$ cat config.mk
export PLATFORM = sky130hd
export DESIGN_NAME = jos_divmod
export DESIGN_NICKNAME = d
export VERILOG_FILES = /design/src/hdl/josephus_survivor_defines.svh /design/src/hdl/jos_pkg.sv /design/src/hdl/jos_divmod.sv
export SDC_FILE = /design/constraint.sdc
export NUM_CORES = 1
export LEC_CHECK = 0
export ABC_AREA = 1
export BUFFER_PORTS_ARGS = -buffer_cell sky130_fd_sc_hd__buf_4
export CAP_MARGIN = 40
export CORE_MARGIN = 10
export CORE_UTILIZATION = 38
export CTS_CLUSTER_DIAMETER = 40
export CTS_CLUSTER_SIZE = 16
export DETAILED_ROUTE_END_ITERATION = 6
export HOLD_SLACK_MARGIN = 0.15
export PLACE_DENSITY_LB_ADDON = 0.12
export RECOVER_POWER = 100
export SLEW_MARGIN = 20
export SYNTH_ARGS = -nofsm -noshare
export SYNTH_HDL_FRONTEND = slang
export SYNTH_SLANG_ARGS = --single-unit
$ cat constraint.sdc
create_clock -name aclk -period 1.98 [get_ports aclk]
set_clock_uncertainty 0.05 [all_clocks]
set_input_delay 0.099 -clock aclk [delete_from_list [all_inputs] [get_ports aclk]]
set_output_delay 0.099 -clock aclk [all_outputs]
set_load 0.01 [all_outputs]
$ cat src/hdl/josephus_survivor_defines.svh
// assertion macros for the josephus survivor block
// expects aclk and aresetn in the scope of each use
`ifndef JOSEPHUS_SURVIVOR_DEFINES_SVH
`define JOSEPHUS_SURVIVOR_DEFINES_SVH

// same-cycle implication, off during reset
`define JOS_ASSERT_IMP(label, ante, cons, msg) \
    label: assert property (@(posedge aclk) disable iff (!aresetn) (ante) |-> (cons)) \
        else $error(msg);

// next-cycle implication, off during reset
`define JOS_ASSERT_NXT(label, ante, cons, msg) \
    label: assert property (@(posedge aclk) disable iff (!aresetn) (ante) |=> (cons)) \
        else $error(msg);

`endif

$ cat src/hdl/jos_pkg.sv
// shared constants, types and the control store for the josephus survivor block
// no dependencies
package jos_pkg;

    localparam int MAX_MEMBERS = 512;
    localparam int MEMBER_W    = $clog2(MAX_MEMBERS);
    localparam int SIZE_W      = 10;
    localparam int STEP_W      = 16;
    localparam int DIV_STEPS   = STEP_W;
    localparam int CNT_W       = $clog2(DIV_STEPS + 1);
    localparam int PC_W        = 4;

    typedef logic [PC_W-1:0] pc_t;

    typedef enum logic [3:0] {
        ACT_NONE,
        ACT_ACCEPT,
        ACT_BUILD,
        ACT_MOD_START,
        ACT_LOAD_WALK,
        ACT_READ,
        ACT_ADVANCE,
        ACT_UNLINK,
        ACT_PUBLISH,
        ACT_PUBLISH_ERR
    } act_t;

    typedef enum logic [3:0] {
        C_NEVER,
        C_ALWAYS,
        C_NO_INPUT,
        C_SIZE_ZERO,
        C_BUILD_MORE,
        C_MOD_BUSY,
        C_WALK_ZERO,
        C_RING_MORE,
        C_OUT_BUSY
    } cond_t;

    typedef struct packed {
        act_t  act;
        cond_t cond;
        pc_t   target;
    } ctrl_word_t;

    // program addresses
    localparam pc_t P_IDLE     = pc_t'(0);
    localparam pc_t P_ZCHK     = pc_t'(1);
    localparam pc_t P_BUILD    = pc_t'(2);
    localparam pc_t P_MSTART   = pc_t'(3);
    localparam pc_t P_MWAIT    = pc_t'(4);
    localparam pc_t P_WALK     = pc_t'(5);
    localparam pc_t P_ADV      = pc_t'(6);
    localparam pc_t P_UNLINK   = pc_t'(7);
    localparam pc_t P_PUB      = pc_t'(8);
    localparam pc_t P_PUB_DONE = pc_t'(9);
    localparam pc_t P_ERR      = pc_t'(10);
    localparam pc_t P_ERR_DONE = pc_t'(11);

    // control store: taken condition jumps to target, otherwise fall through
    function automatic ctrl_word_t ucode_rom(input pc_t pc);
        ctrl_word_t cw;
        unique case (pc)
            P_IDLE:     cw = '{ACT_ACCEPT,      C_NO_INPUT,   P_IDLE};
            P_ZCHK:     cw = '{ACT_NONE,        C_SIZE_ZERO,  P_ERR};
            P_BUILD:    cw = '{ACT_BUILD,       C_BUILD_MORE, P_BUILD};
            P_MSTART:   cw = '{ACT_MOD_START,   C_NEVER,      P_IDLE};
            P_MWAIT:    cw = '{ACT_LOAD_WALK,   C_MOD_BUSY,   P_MWAIT};
            P_WALK:     cw = '{ACT_READ,        C_WALK_ZERO,  P_UNLINK};
            P_ADV:      cw = '{ACT_ADVANCE,     C_ALWAYS,     P_WALK};
            P_UNLINK:   cw = '{ACT_UNLINK,      C_RING_MORE,  P_MSTART};
            P_PUB:      cw = '{ACT_PUBLISH,     C_OUT_BUSY,   P_PUB};
            P_PUB_DONE: cw = '{ACT_NONE,        C_ALWAYS,     P_IDLE};
            P_ERR:      cw = '{ACT_PUBLISH_ERR, C_OUT_BUSY,   P_ERR};
            P_ERR_DONE: cw = '{ACT_NONE,        C_ALWAYS,     P_IDLE};
            default:    cw = '{ACT_NONE,        C_ALWAYS,     P_IDLE};
        endcase
        return cw;
    endfunction

endpackage

$ cat src/hdl/jos_divmod.sv
// restoring remainder unit, one quotient bit per cycle
// depends on jos_pkg
module jos_divmod import jos_pkg::*; (
    input  logic                aclk,
    input  logic                aresetn,
    input  logic                start,
    input  logic [STEP_W-1:0]   dividend,
    input  logic [SIZE_W-1:0]   divisor,
    output logic                busy,
    output logic [MEMBER_W-1:0] remainder
);

    logic [STEP_W-1:0] dvd_reg, dvd_next;
    logic [SIZE_W-1:0] div_reg, div_next;
    logic [SIZE_W-1:0] rem_reg, rem_next;
    logic [CNT_W-1:0]  cnt_reg, cnt_next;
    logic [SIZE_W:0]   trial;
    logic              fits;

    assign busy      = (cnt_reg != '0);
    assign trial     = {rem_reg, dvd_reg[STEP_W-1]};
    assign fits      = (trial >= {1'b0, div_reg});
    // remainder stays below the divisor, which is at most the member count
    assign remainder = rem_reg[MEMBER_W-1:0];

    always_comb begin
        dvd_next = dvd_reg;
        div_next = div_reg;
        rem_next = rem_reg;
        cnt_next = cnt_reg;
        if (start) begin
            dvd_next = dividend;
            div_next = divisor;
            rem_next = '0;
            cnt_next = CNT_W'(DIV_STEPS);
        end else if (busy) begin
            dvd_next = {dvd_reg[STEP_W-2:0], 1'b0};
            rem_next = fits ? SIZE_W'(trial - {1'b0, div_reg}) : trial[SIZE_W-1:0];
            cnt_next = cnt_reg - 1'b1;
        end
    end

    always_ff @(posedge aclk) begin
        if (!aresetn) begin
            cnt_reg <= '0;
        end else begin
            cnt_reg <= cnt_next;
        end
    end

    always_ff @(posedge aclk) begin
        dvd_reg <= dvd_next;
        div_reg <= div_next;
        rem_reg <= rem_next;
    end

endmodule

After elaboration in Yosys (flattened, before gate mapping) --
Index checks and enable logic that the tools add are counted.
Word-level totals: register bits after elaboration 41
Operators by class: $lt $le $gt $ge 1, reduce and logical (&&, ||, !) cells 3, bitwise operators 1, add/sub/neg operators 2, multiplexer cells 5
Operators with widths (count):
- $mux W16 | 2
- $ge A11 B10 Y1 | 1
- $mux W10 | 1
- $mux W5 | 2
- $sub A10 B10 Y10 | 1
- $reduce_bool A5 Y1 | 1
- $sub A5 B1 Y5 const B | 1
- $reduce_bool A2 Y1 | 1
- $reduce_or A2 Y1 | 1
- $not A1 Y1 | 1

Depth between registers and ports, before layout --
Gate-level depths: netlist of the first run.
word-level depth 3, depth in mapped cells 13

Least setup slack after synthesis of the first run --
Ideal clock, no wire load.
path kind flip-flop to flip-flop, from register cnt_reg[0], to register dvd_reg[0] (enable), stages on the path, launching flop included 8, clock period less this slack 1.695 ns, setup time 0.373 ns, arrival 1.272 ns, slack 0.285 ns, data required time 1.557 ns, cells stage by stage dfxtp_1 > inv_1 > ha_1 > nand2_1 > nor2_2 > inv_2 > nor2_4 > inv_1
On the way: word-level cells in the longest chain between the ends 2
Ends and longest elaborated chain:
- from (decl) | line jos_divmod.sv:16 | logic [CNT_W-1:0] cnt_reg, cnt_next;
- from (signal assigned) | line jos_divmod.sv:47 | cnt_reg <= cnt_next;
- $reduce_bool A5 Y1 | line jos_divmod.sv:20 | assign busy = (cnt_reg != '0);
- named net busy | line jos_divmod.sv:9 | output logic busy,
- $reduce_bool A2 Y1 (no source line)
- to (signal assigned) | line jos_divmod.sv:52 | dvd_reg <= dvd_next;
- to (decl) | line jos_divmod.sv:13 | logic [STEP_W-1:0] dvd_reg, dvd_next;
The timed path passes the listed nets, and every way through them passes these cells. A chain may end at the register's enable or synchronous reset.

Worst setup path in the final report of the first run --
from register div_reg[2], to register rem_reg[2]
On the way: word-level cells in the longest chain between the ends 2, elaborated cells between the ends (all ways) 3, classes of those cells add/sub (1); order compare (1); mux (1)
Ends and longest elaborated chain:
- from (decl) | line jos_divmod.sv:14 | logic [SIZE_W-1:0] div_reg, div_next;
- from (signal assigned) | line jos_divmod.sv:53 | div_reg <= div_next;
- $sub A10 B10 Y10 / $ge A11 B10 Y1 (equally long branches) | line jos_divmod.sv:38, jos_divmod.sv:22
- $mux W10 * | line jos_divmod.sv:38 | rem_next = fits ? SIZE_W'(trial - {1'b0, div_reg}) : trial[SIZE_W-1:0];
- to (signal assigned) | line jos_divmod.sv:54 | rem_reg <= rem_next;
- to (decl) | line jos_divmod.sv:15 | logic [SIZE_W-1:0] rem_reg, rem_next;
Every way passes the cells marked *; elsewhere a longest branch is shown, timed or not.

==> results.md, run 1 <==
- Worst Path Arrival: 1950 ps
- Layout Nets: 414
- Buffer count from post-CTS setup fixing: 0
- Final hold violations: 0
- CTS tree: yes
- Min Tclk post-route: 1820 ps
- I/O Buffers: 38
- WL final: 5560 microns
- Final ANT Viol Nets: 0
- I/O pins: 39
- Worst Path Required: 2110 ps
- Syn Inst Count: 297
- Status: finished clean
- Pre-antenna DRT Iters: 4
- R2R Path End: rem_reg[2]
- CP max stage delay: 380 ps
- Worst path slowest cell: edfxtp_1
- Post-layout util: 52.6%
- H-tree levels: 2
- VDD IR max: 0.000523 V
- Total Power: 3.74 mW
- Reg2Reg Depth: 10
- Yosys cell types: 28
- Core area: 5990 sq um
- DP Wirelength: 4130 microns
- Synth Area per Inst: 7.98 sq um
- Bufs and invs on worst path: 2
- Mapped cell area: 2370 sq um
- Crit Path Category: flop to flop
- Worst-margin pin slew: 231 ps
- Max-cap violation count: 0
- Register area share after synthesis: 45.6%
- Number of remaining DRC errors: 0
- Post-route non-filler standard cell count: 449
- Stages on the worst setup path: 10
- Yosys warns: 0
- Syn Nets: 338
- Die H: 99.0 microns
- WL per Instance: 12.4 microns
- Post-DR vias/cell: 4.53
- Number of clock sinks: 41
- Clock root cell: clkbuf_8
- Total CTS buffers: 5
- Area growth syn-to-layout: 32.9%
- CP cell instances: inv_1, ha_1, or2_1, nand3_2, nand2_2, nand2_4, buf_4, nand3_2, nand3_1, o21ai_0
- Initial core utilization: 39.6%
- Setup-failing EPs final: 0
- Grt ovf: 0
- Placed Cells: 413
- Worst-path clk slew: 80 ps
- Period utilization: 91.9%
- Clk_lat worst skew: 290 ps
- Relative slew slack: 84.5%
- Setup crit start kind: flop
- First DRT Iteration DRCs: 125
- Most frequent cells in the layout: 113 x nand2_1, 40 x inv_1, 36 x buf_4, 28 x dlygate4sd3_1, 26 x edfxtp_1
- Die area: 9800 sq um
- Antenna Cells: 0
- PD cells: 1190 nW/um^2
- Most Frequent Cell on Critical Path: nand3_2
- All-layer global routing usage: 11.7%
- Gpl congestion: 0.893
- # rows: 28
- Crit end category: flop
- Beginning of the critical path: div_reg[2]
- R2r setup slk: 160 ps
- Die Wd: 99.0 microns
- Number of max-slew violations in the final report: 0
- Vias in the first global route: 2081
- CP endpoint: rem_reg[2]
- Number of flip-flops in the largest register: 16
- Yosys reg bits: 41
- Largest net degree at the start of global routing: 20
- Most common cell after layout, fill and taps aside: nand2_1
- Pleak: 1.59 nW
- Worst Path Max Fanout: 6
- Worst min-delay path class: flop to flop
- CP delay by family, top: simple AND/OR/NAND/NOR gates
- Hold slack: 436 ps
- Worst r2r src: div_reg[2]
- RSZ-0062 raised after global routing: true
- Maximum clock rate: 550 MHz
- Initial antenna violation count: 0
- Share of layout cells above drive strength 1: 20.1%
- First-pass GRT wire length: 9570 microns
- CTS Buffer Depth: 2
- DR vias: 2035
-- worst min path at each step --
stage | endpoint | cells past startpoint | from | slack, ps
CTS | cnt_reg[4] | 2 | cnt_reg[4] | 440
global route | cnt_reg[4] | 2 | cnt_reg[4] | 460
finish | cnt_reg[4] | 2 | cnt_reg[4] | 440
detailed placement | div_reg[8] | 1 | divisor[8] | 230
floorplan | div_reg[0] | 0 | divisor[0] | 150
global placement | div_reg[8] | 1 | divisor[8] | 230
-- report_power, final --
| part | switching (mW) | internal, mW | total [mW] |
|---|---|---|---|
| Combinational | 1.05 | 0.806 | 1.86 |
| Clock | 0.294 | 0.373 | 0.666 |
| Sequential | 0.101 | 1.11 | 1.21 |
| Total | 1.45 | 2.29 | 3.74 |
-- tightest hold or removal path, cell delays in order, from the launching register on --
cell	delay, ps
dfxtp_1	330
nand2_1	70
a21oi_1	50
-- synthesized netlist by cell type (all sizes together) --
| master | instances | area, sq um |
|---|---|---|
| clkinv | 1 | 3.75 |
| ha | 11 | 138 |
| xor2 | 1 | 8.76 |
| xnor2 | 4 | 35.0 |
| inv | 42 | 158 |
| fa | 1 | 20.0 |
| dfxtp | 15 | 300 |
| nor2 | 15 | 71.3 |
| nand4 | 2 | 12.5 |
| buf | 12 | 95.1 |
| nand3b | 6 | 45.0 |
| nor3 | 2 | 15.0 |
| a21oi | 8 | 40.0 |
| o21ai | 7 | 35.0 |
| or2 | 1 | 6.26 |
| nand3 | 21 | 135 |
| clkbuf | 2 | 7.51 |
| nand2 | 120 | 463 |
| edfxtp | 26 | 781 |
-- metal layers --
metal,track usage [%],up-vias,part of all wire (%)
li1,-,1076,-
met4,3.75,0,1.2
met2,19.6,38,49
met3,3.07,4,3.8
met5,0,-,0
met1,14.1,917,46
-- stage by stage --
stage | TNS, ps | worst slack [ps] | area, sq um
2_1_floorplan | 0 | 285 | 2370
3_3_place_gp | 0 | 105 | 2770
3_5_place_dp | 0 | 101 | 2770
4_1_cts | 0 | 87.3 | 3160
5_1_grt | -10.2 | -10.2 | 3150
6_report | 0 | 160 | 3150
-- repair_timing --
item,CTS,global route
endpoints found under the hold margin,35,0
endpoints found under the setup margin,0,10
gates resized for setup,0,7
hold buffers,28,0
-- logic make-up after synthesis --
kind of cell / count (synthesis) / share of synthesized area [%]
buffers and inverters: 57 / 11.1
AOI/OAI and AO/OA: 15 / 3.17
and+or+nand+nor: 167 / 31.6
xor gates and xnor gates: 5 / 1.85
adders and majority gates: 12 / 6.65
DFF: 41 / 45.6
-- layout make-up --
class	instances	area (sq um)
well taps	75	93.8
multi-input cells	199	1050
inverters	43	161
clock inverters	2	33.8
clock buffers	6	72.6
fillers	608	2840
repair buffers	83	659
flip-flops and latches	41	1080
(Power assumes the default switching activity.)
==> inputs of run 2 (changes only) <==
- clock period: 1.98 -> 2.3 ns (I/O delays scaled with it)
==> run 2 against run 1 <==
Effect of this change: utilization is 3.0 points lower; sequential power is 12% lower; worst setup slack better by 120 ps; critical path depth is 3 lower.
==> results.md, run 2 (synthesized netlist as in run 1, its figures left out) <==
- Final ANT Viol Nets: 0 (unchanged)
- Clk_lat worst skew: 290 ps (about the same)
- I/O Buffers: 38 (unchanged)
- Number of remaining DRC errors: 0 (unchanged)
- VDD IR max: 0.000320 V (-39%)
- Bufs and invs on worst path: 3 (+1)
- I/O pins: 39 (unchanged)
- Relative slew slack: 51.5% (-33 points)
- Period utilization: 87.9% (-4.0 points)
- Maximum clock rate: 495 MHz (-10%)
- Final hold violations: 0 (unchanged)
- DR vias: 1976 (-2.9%)
- Total CTS buffers: 5 (unchanged)
- Worst-path clk slew: 80 ps (about the same)
- RSZ-0062 raised after global routing: false
- Antenna Cells: 0 (unchanged)
- Number of clock sinks: 41 (unchanged)
- Vias in the first global route: 2076 (-0.24%)
- CTS Buffer Depth: 2 (unchanged)
- # rows: 28 (unchanged)
- Setup TNS: 0 ps (unchanged)
- Worst Path Max Fanout: 20 (+14)
- Crit Path Category: flop to flop
- Core area: 5990 sq um (unchanged)
- DP Wirelength: 3870 microns (-6.3%)
- CP max stage delay: 550 ps (+170 ps)
- Worst path slowest cell: inv_1
- Most Frequent Cell on Critical Path: inv_1
- H-tree levels: 2 (unchanged)
- Gpl congestion: 0.803 (-10%)
- Clock share of power: 16.2% (-1.6 points)
- Worst-margin pin slew: 727 ps (+496 ps)
- Setup-failing EPs final: 0 (unchanged)
- Initial antenna violation count: 0 (unchanged)
- Pleak: 1.47 nW (-7.5%)
- Gate power share: 47.3% (-2.4 points)
- Min Tclk post-route: 2020 ps (+201 ps)
- Setup crit start kind: flop
- Grt ovf: 0 (unchanged)
- Die Wd: 99.0 microns (unchanged)
- WL per Instance: 11.9 microns (-3.9%)
- Die area: 9800 sq um (unchanged)
- Buffer count from post-CTS setup fixing: 0 (unchanged)
- Clock root cell: clkbuf_8
- Die H: 99.0 microns (unchanged)
- Share of layout cells above drive strength 1: 14.2% (-5.9 points)
- Largest net degree at the start of global routing: 30 (+50%)
- CP cell instances: inv_1, ha_1, nand2_1, nor2_2, inv_1, nor2_4, inv_1
- Number of flip-flops in the largest register: 16 (unchanged)
- Worst Path Arrival: 1900 ps (-50 ps)
- Pint: 1.73 mW (-24%)
- Crit end category: flop
- Area growth syn-to-layout: 25.4%
- CTS tree: yes
- Max-cap violation count: 0 (unchanged)
- Worst min-delay path class: primary input to flop
- Worst Path Required: 2180 ps (+70 ps)
- Status: finished clean
- CP delay by family, top: buffers and inverters
- WL final: 5170 microns (-6.9%)
- Sequential Power Share: 36.5% (+4.1 points)
- Most frequent cells in the layout: 116 x nand2_1, 41 x inv_1, 27 x dlygate4sd3_1, 26 x edfxtp_1, 18 x nand3_1
- Switching share of power: 40.5% (+1.7 points)
- Hold slack: 202 ps (-234 ps)
- Number of max-slew violations in the final report: 0 (unchanged)
- Layout Nets: 400 (-3.4%)
- First DRT Iteration DRCs: 86 (-31%)
- All-layer global routing usage: 11.1% (-0.59 points)
- Post-DR vias/cell: 4.54 (+0.23%)
- Most common cell after layout, fill and taps aside: nand2_1
- PD cells: 977 nW/um^2 (-18%)
- First-pass GRT wire length: 9210 microns (-3.8%)
- NetSw: 1.17 mW (-19%)
- Pre-antenna DRT Iters: 4 (unchanged)
- Initial core utilization: 39.6% (unchanged)
-- run 2: power groups by stage --
stage               combinational [mW]  sequential, mW  clock, mW
floorplan                         1.15            1.05          0
global placement                  1.44            1.08          0
detailed placement                1.44            1.08          0
CTS                               1.48            1.07      0.482
global route                      1.59            1.08      0.512
finish                            1.37            1.06      0.470
-- run 2: layout make-up --
cell class | instances | area, sq um
fill | 618 | 3020
multi-input combinational | 199 | 1010
sequential | 41 | 1080
tap | 75 | 93.8
inverter | 43 | 161
timing repair buffer | 69 | 542
clock buffer | 7 | 76.3
clock inverter | 1 | 7.51
-- run 2: path summary, 6_finish.rpt --
kind         startpoint    endpoint  slack, ps  cells after the start
max reg2reg  cnt_reg[0]  dvd_reg[1]        280                      7
min reg2reg  cnt_reg[4]  cnt_reg[4]        430                      2
max          cnt_reg[0]  dvd_reg[1]        280                      7
min               start  div_reg[9]        200                      1
-- run 2: layer usage --
| metal | vias to the layer above | wire length [microns] | global-route usage (%) |
|---|---|---|---|
| met2 | 37 | 2530 | 19.6 |
| met4 | 0 | 66 | 3.31 |
| li1 | 1048 | - | - |
| met1 | 883 | 2370 | 12.7 |
| met3 | 8 | 199 | 2.86 |
| met5 | - | 0 | 0 |
-- run 2: worst register-to-register path, delay by kind of cell (launching register included) --
family,cells,cell delay (ps)
buf+inv,3,800
fa+ha+maj,1,220
flops,1,330
simple gates,3,250
-- run 2: per-stage QoR --
step | utilization, % | area [sq um] | cells | setup slack, ps | total power [mW]
after floorplan | - | 2370 | 297 | 605 | 2.20
after global placement | 44.7 | 2680 | 400 | 167 | 2.52
after detailed placement | 44.7 | 2680 | 400 | 190 | 2.52
after CTS | 50.6 | 3030 | 435 | 180 | 3.03
after global routing | 49.6 | 2970 | 435 | 74.9 | 3.19
final | 49.6 | 2970 | 435 | 279 | 2.90
-- run 2: timing repair --
action,CTS,global route
hold buffers,27,0
gates resized for setup,0,1
endpoints found under the setup margin,0,8
endpoints found under the hold margin,27,0
==> inputs of run 3 (changes only) <==
- PLACE_DENSITY_LB_ADDON: 0.12 -> default
==> run 3 against run 2 <==
Effect of this change: global-route usage increased by 0.41 points; routed wire length is 1.3% higher; sequential share of layout area down 0.24 points; hold slack worse by 5.0 ps; power increased by 1.4%; cell count did not move; non-clock buffer count stayed put; worst setup slack got worse by 19 ps; register-to-register slack lost 20 ps; maximum frequency shrank 0.95%; first-iteration DRC count grew 50%; highest routed layer unchanged.
==> results.md, run 3 (synthesized netlist as in run 1, its figures left out) <==
- H-tree levels: 2 (unchanged)
- Worst Path Arrival: 1920 ps (+20 ps)
- Total CTS buffers: 5 (unchanged)
- Grt ovf: 0 (unchanged)
- CTS Buffer Depth: 2 (unchanged)
- Die Wd: 99.0 microns (unchanged)
- Worst path slowest cell: inv_1
- Number of flip-flops in the largest register: 16 (unchanged)
- R2r setup slk: 260 ps (-20 ps)
- CTS tree: yes
- Reg2Reg Depth: 7 (unchanged)
- Period utilization: 88.7% (+0.84 points)
- R2R Path End: dvd_reg[8]
- Hold path cells: 1 (unchanged)
- Worst min-delay path class: primary input to flop
- Initial antenna violation count: 0 (unchanged)
- Setup-failing EPs final: 0 (unchanged)
- Gpl congestion: 0.844 (+5.1%)
- Dpl ws: 296 ps (+106 ps)
- Most frequent cells in the layout: 115 x nand2_1, 41 x inv_1, 27 x dlygate4sd3_1, 26 x edfxtp_1, 20 x buf_4
- Buffer count from post-CTS setup fixing: 0 (unchanged)
- Relative slew slack: 51.9% (+0.42 points)
- Share of layout cells above drive strength 1: 15.3% (+1.1 points)
- Worst-path clk slew: 80 ps (about the same)
- DR vias: 1965 (-0.56%)
- VDD IR max: 0.000418 V (+31%)
- Worst-margin pin slew: 721 ps (-6.26 ps)
- Worst Path Max Fanout: 20 (unchanged)
- Beginning of the critical path: cnt_reg[0]
- CP cell instances: inv_1, ha_1, nand2_1, nor2_2, inv_1, nor2_4, inv_1
- Max-cap violation count: 0 (unchanged)
- Area growth syn-to-layout: 26.2%
- I/O Buffers: 38 (unchanged)
- Min Tclk post-route: 2040 ps (+19.4 ps)
- FF+latch area: 1080 sq um (unchanged)
- Setup TNS: 0 ps (unchanged)
- Post-DR vias/cell: 4.52 (-0.56%)
- Layout Nets: 400 (unchanged)
- Crit end category: flop
- DP Wirelength: 3750 microns (-2.9%)
- Most Frequent Cell on Critical Path: inv_1
- Number of remaining DRC errors: 0 (unchanged)
- Multi-input gate area: 1020 sq um (+1.5%)
- Final hold violations: 0 (unchanged)
- Crit Path Category: flop to flop
- Die H: 99.0 microns (unchanged)
- Core area: 5990 sq um (unchanged)
- Maximum clock rate: 490 MHz (-0.95%)
- Final ANT Viol Nets: 0 (unchanged)
- Pleak: 1.49 nW (+1.6%)
- Number of max-slew violations in the final report: 0 (unchanged)
- # rows: 28 (unchanged)
- Number of clock sinks: 41 (unchanged)
- Largest net degree at the start of global routing: 30 (unchanged)
- Pre-antenna DRT Iters: 4 (unchanged)
- Initial core utilization: 39.6% (unchanged)
- Start point of the worst hold path: start
- Setup crit start kind: flop
- Antenna Cells: 0 (unchanged)
- Worst r2r src: cnt_reg[0]
- Filler Cell Count: 570 (-7.8%)
- Hold Path Sink: div_reg[9]
- First-pass GRT wire length: 9430 microns (+2.4%)
- Clock root cell: clkbuf_8
- Status: finished clean
- WL final: 5240 microns (+1.3%)
- WL per Instance: 12.0 microns (+1.3%)
- Vias in the first global route: 2097 (+1.0%)
- CP max stage delay: 550 ps (about the same)
- Die area: 9800 sq um (unchanged)
- PD cells: 984 nW/um^2 (+0.69%)
- Most common cell after layout, fill and taps aside: nand2_1
- First DRT Iteration DRCs: 129 (+50%)
- RSZ-0062 raised after global routing: false
- All-layer global routing usage: 11.5% (+0.41 points)
- Worst Path Required: 2180 ps (about the same)
- Clk_lat worst skew: 290 ps (about the same)
- I/O pins: 39 (unchanged)
- Final worst slack: 260 ps (-19.4 ps)
## run 3: cell count changes in the layout (fill, tap and decap cells not counted), sizes merged
cell,delta
buf,+3
clkinv,+3
clkbuf,-5
clkinvlp,-1
## run 3: stage by stage
stage	util [%]	hold slack [ps]	instances	total power [mW]	instance area (sq um)
finish	49.9	197	435	2.94	2990
global route	49.9	202	435	3.24	2990
CTS	50.6	199	435	3.04	3030
detailed placement	44.7	245	400	2.52	2680
global placement	44.7	243	400	2.51	2680
floorplan	-	164	297	2.20	2370
## run 3: worst max path at each step
stage	endpoint	slack [ps]
5_1_grt	rem_reg[3]	60
4_1_cts	dvd_reg[7]	290
3_3_place_gp	rem_reg[2]	350
3_5_place_dp	rem_reg[2]	300
6_report	dvd_reg[8]	260
2_1_floorplan	dvd_reg[0]	600
## run 3: layout make-up
type	count	share of cell area, %
clock buffer	5	2.30
clock inverter	3	0.586
inverter	43	5.40
multi-input combinational	199	34.3
sequential	41	36.1
tap	75	3.14
timing repair buffer	69	18.2
## run 3: worst max-delay path: cells and delay by family (launching register included)
family        cells  cell delay, ps
buf+inv           3             800
flops             1             340
simple gates      3             270
fa+ha+maj         1             220
## run 3: power by group
part,internal (mW),switching [mW],leakage [nW]
clock network,0.210,0.263,0.0455
logic,0.577,0.834,1.06
registers,0.957,0.102,0.389
## run 3: layer usage
layer  wire, microns  part of all wire [%]  track usage, %
met5               0                     0               0
met4              61                   1.2            3.75
met3             210                   4.0            3.21
met2            2550                    49            19.7
met1            2420                    46            13.4
## run 3: timing repair
| item | in CTS | in global routing |
|---|---|---|
| setup endpoints to repair | 0 | 0 |
| endpoints found under the hold margin | 30 | 0 |
| gates resized for setup | 0 | 0 |
| hold buffers | 27 | 0 |
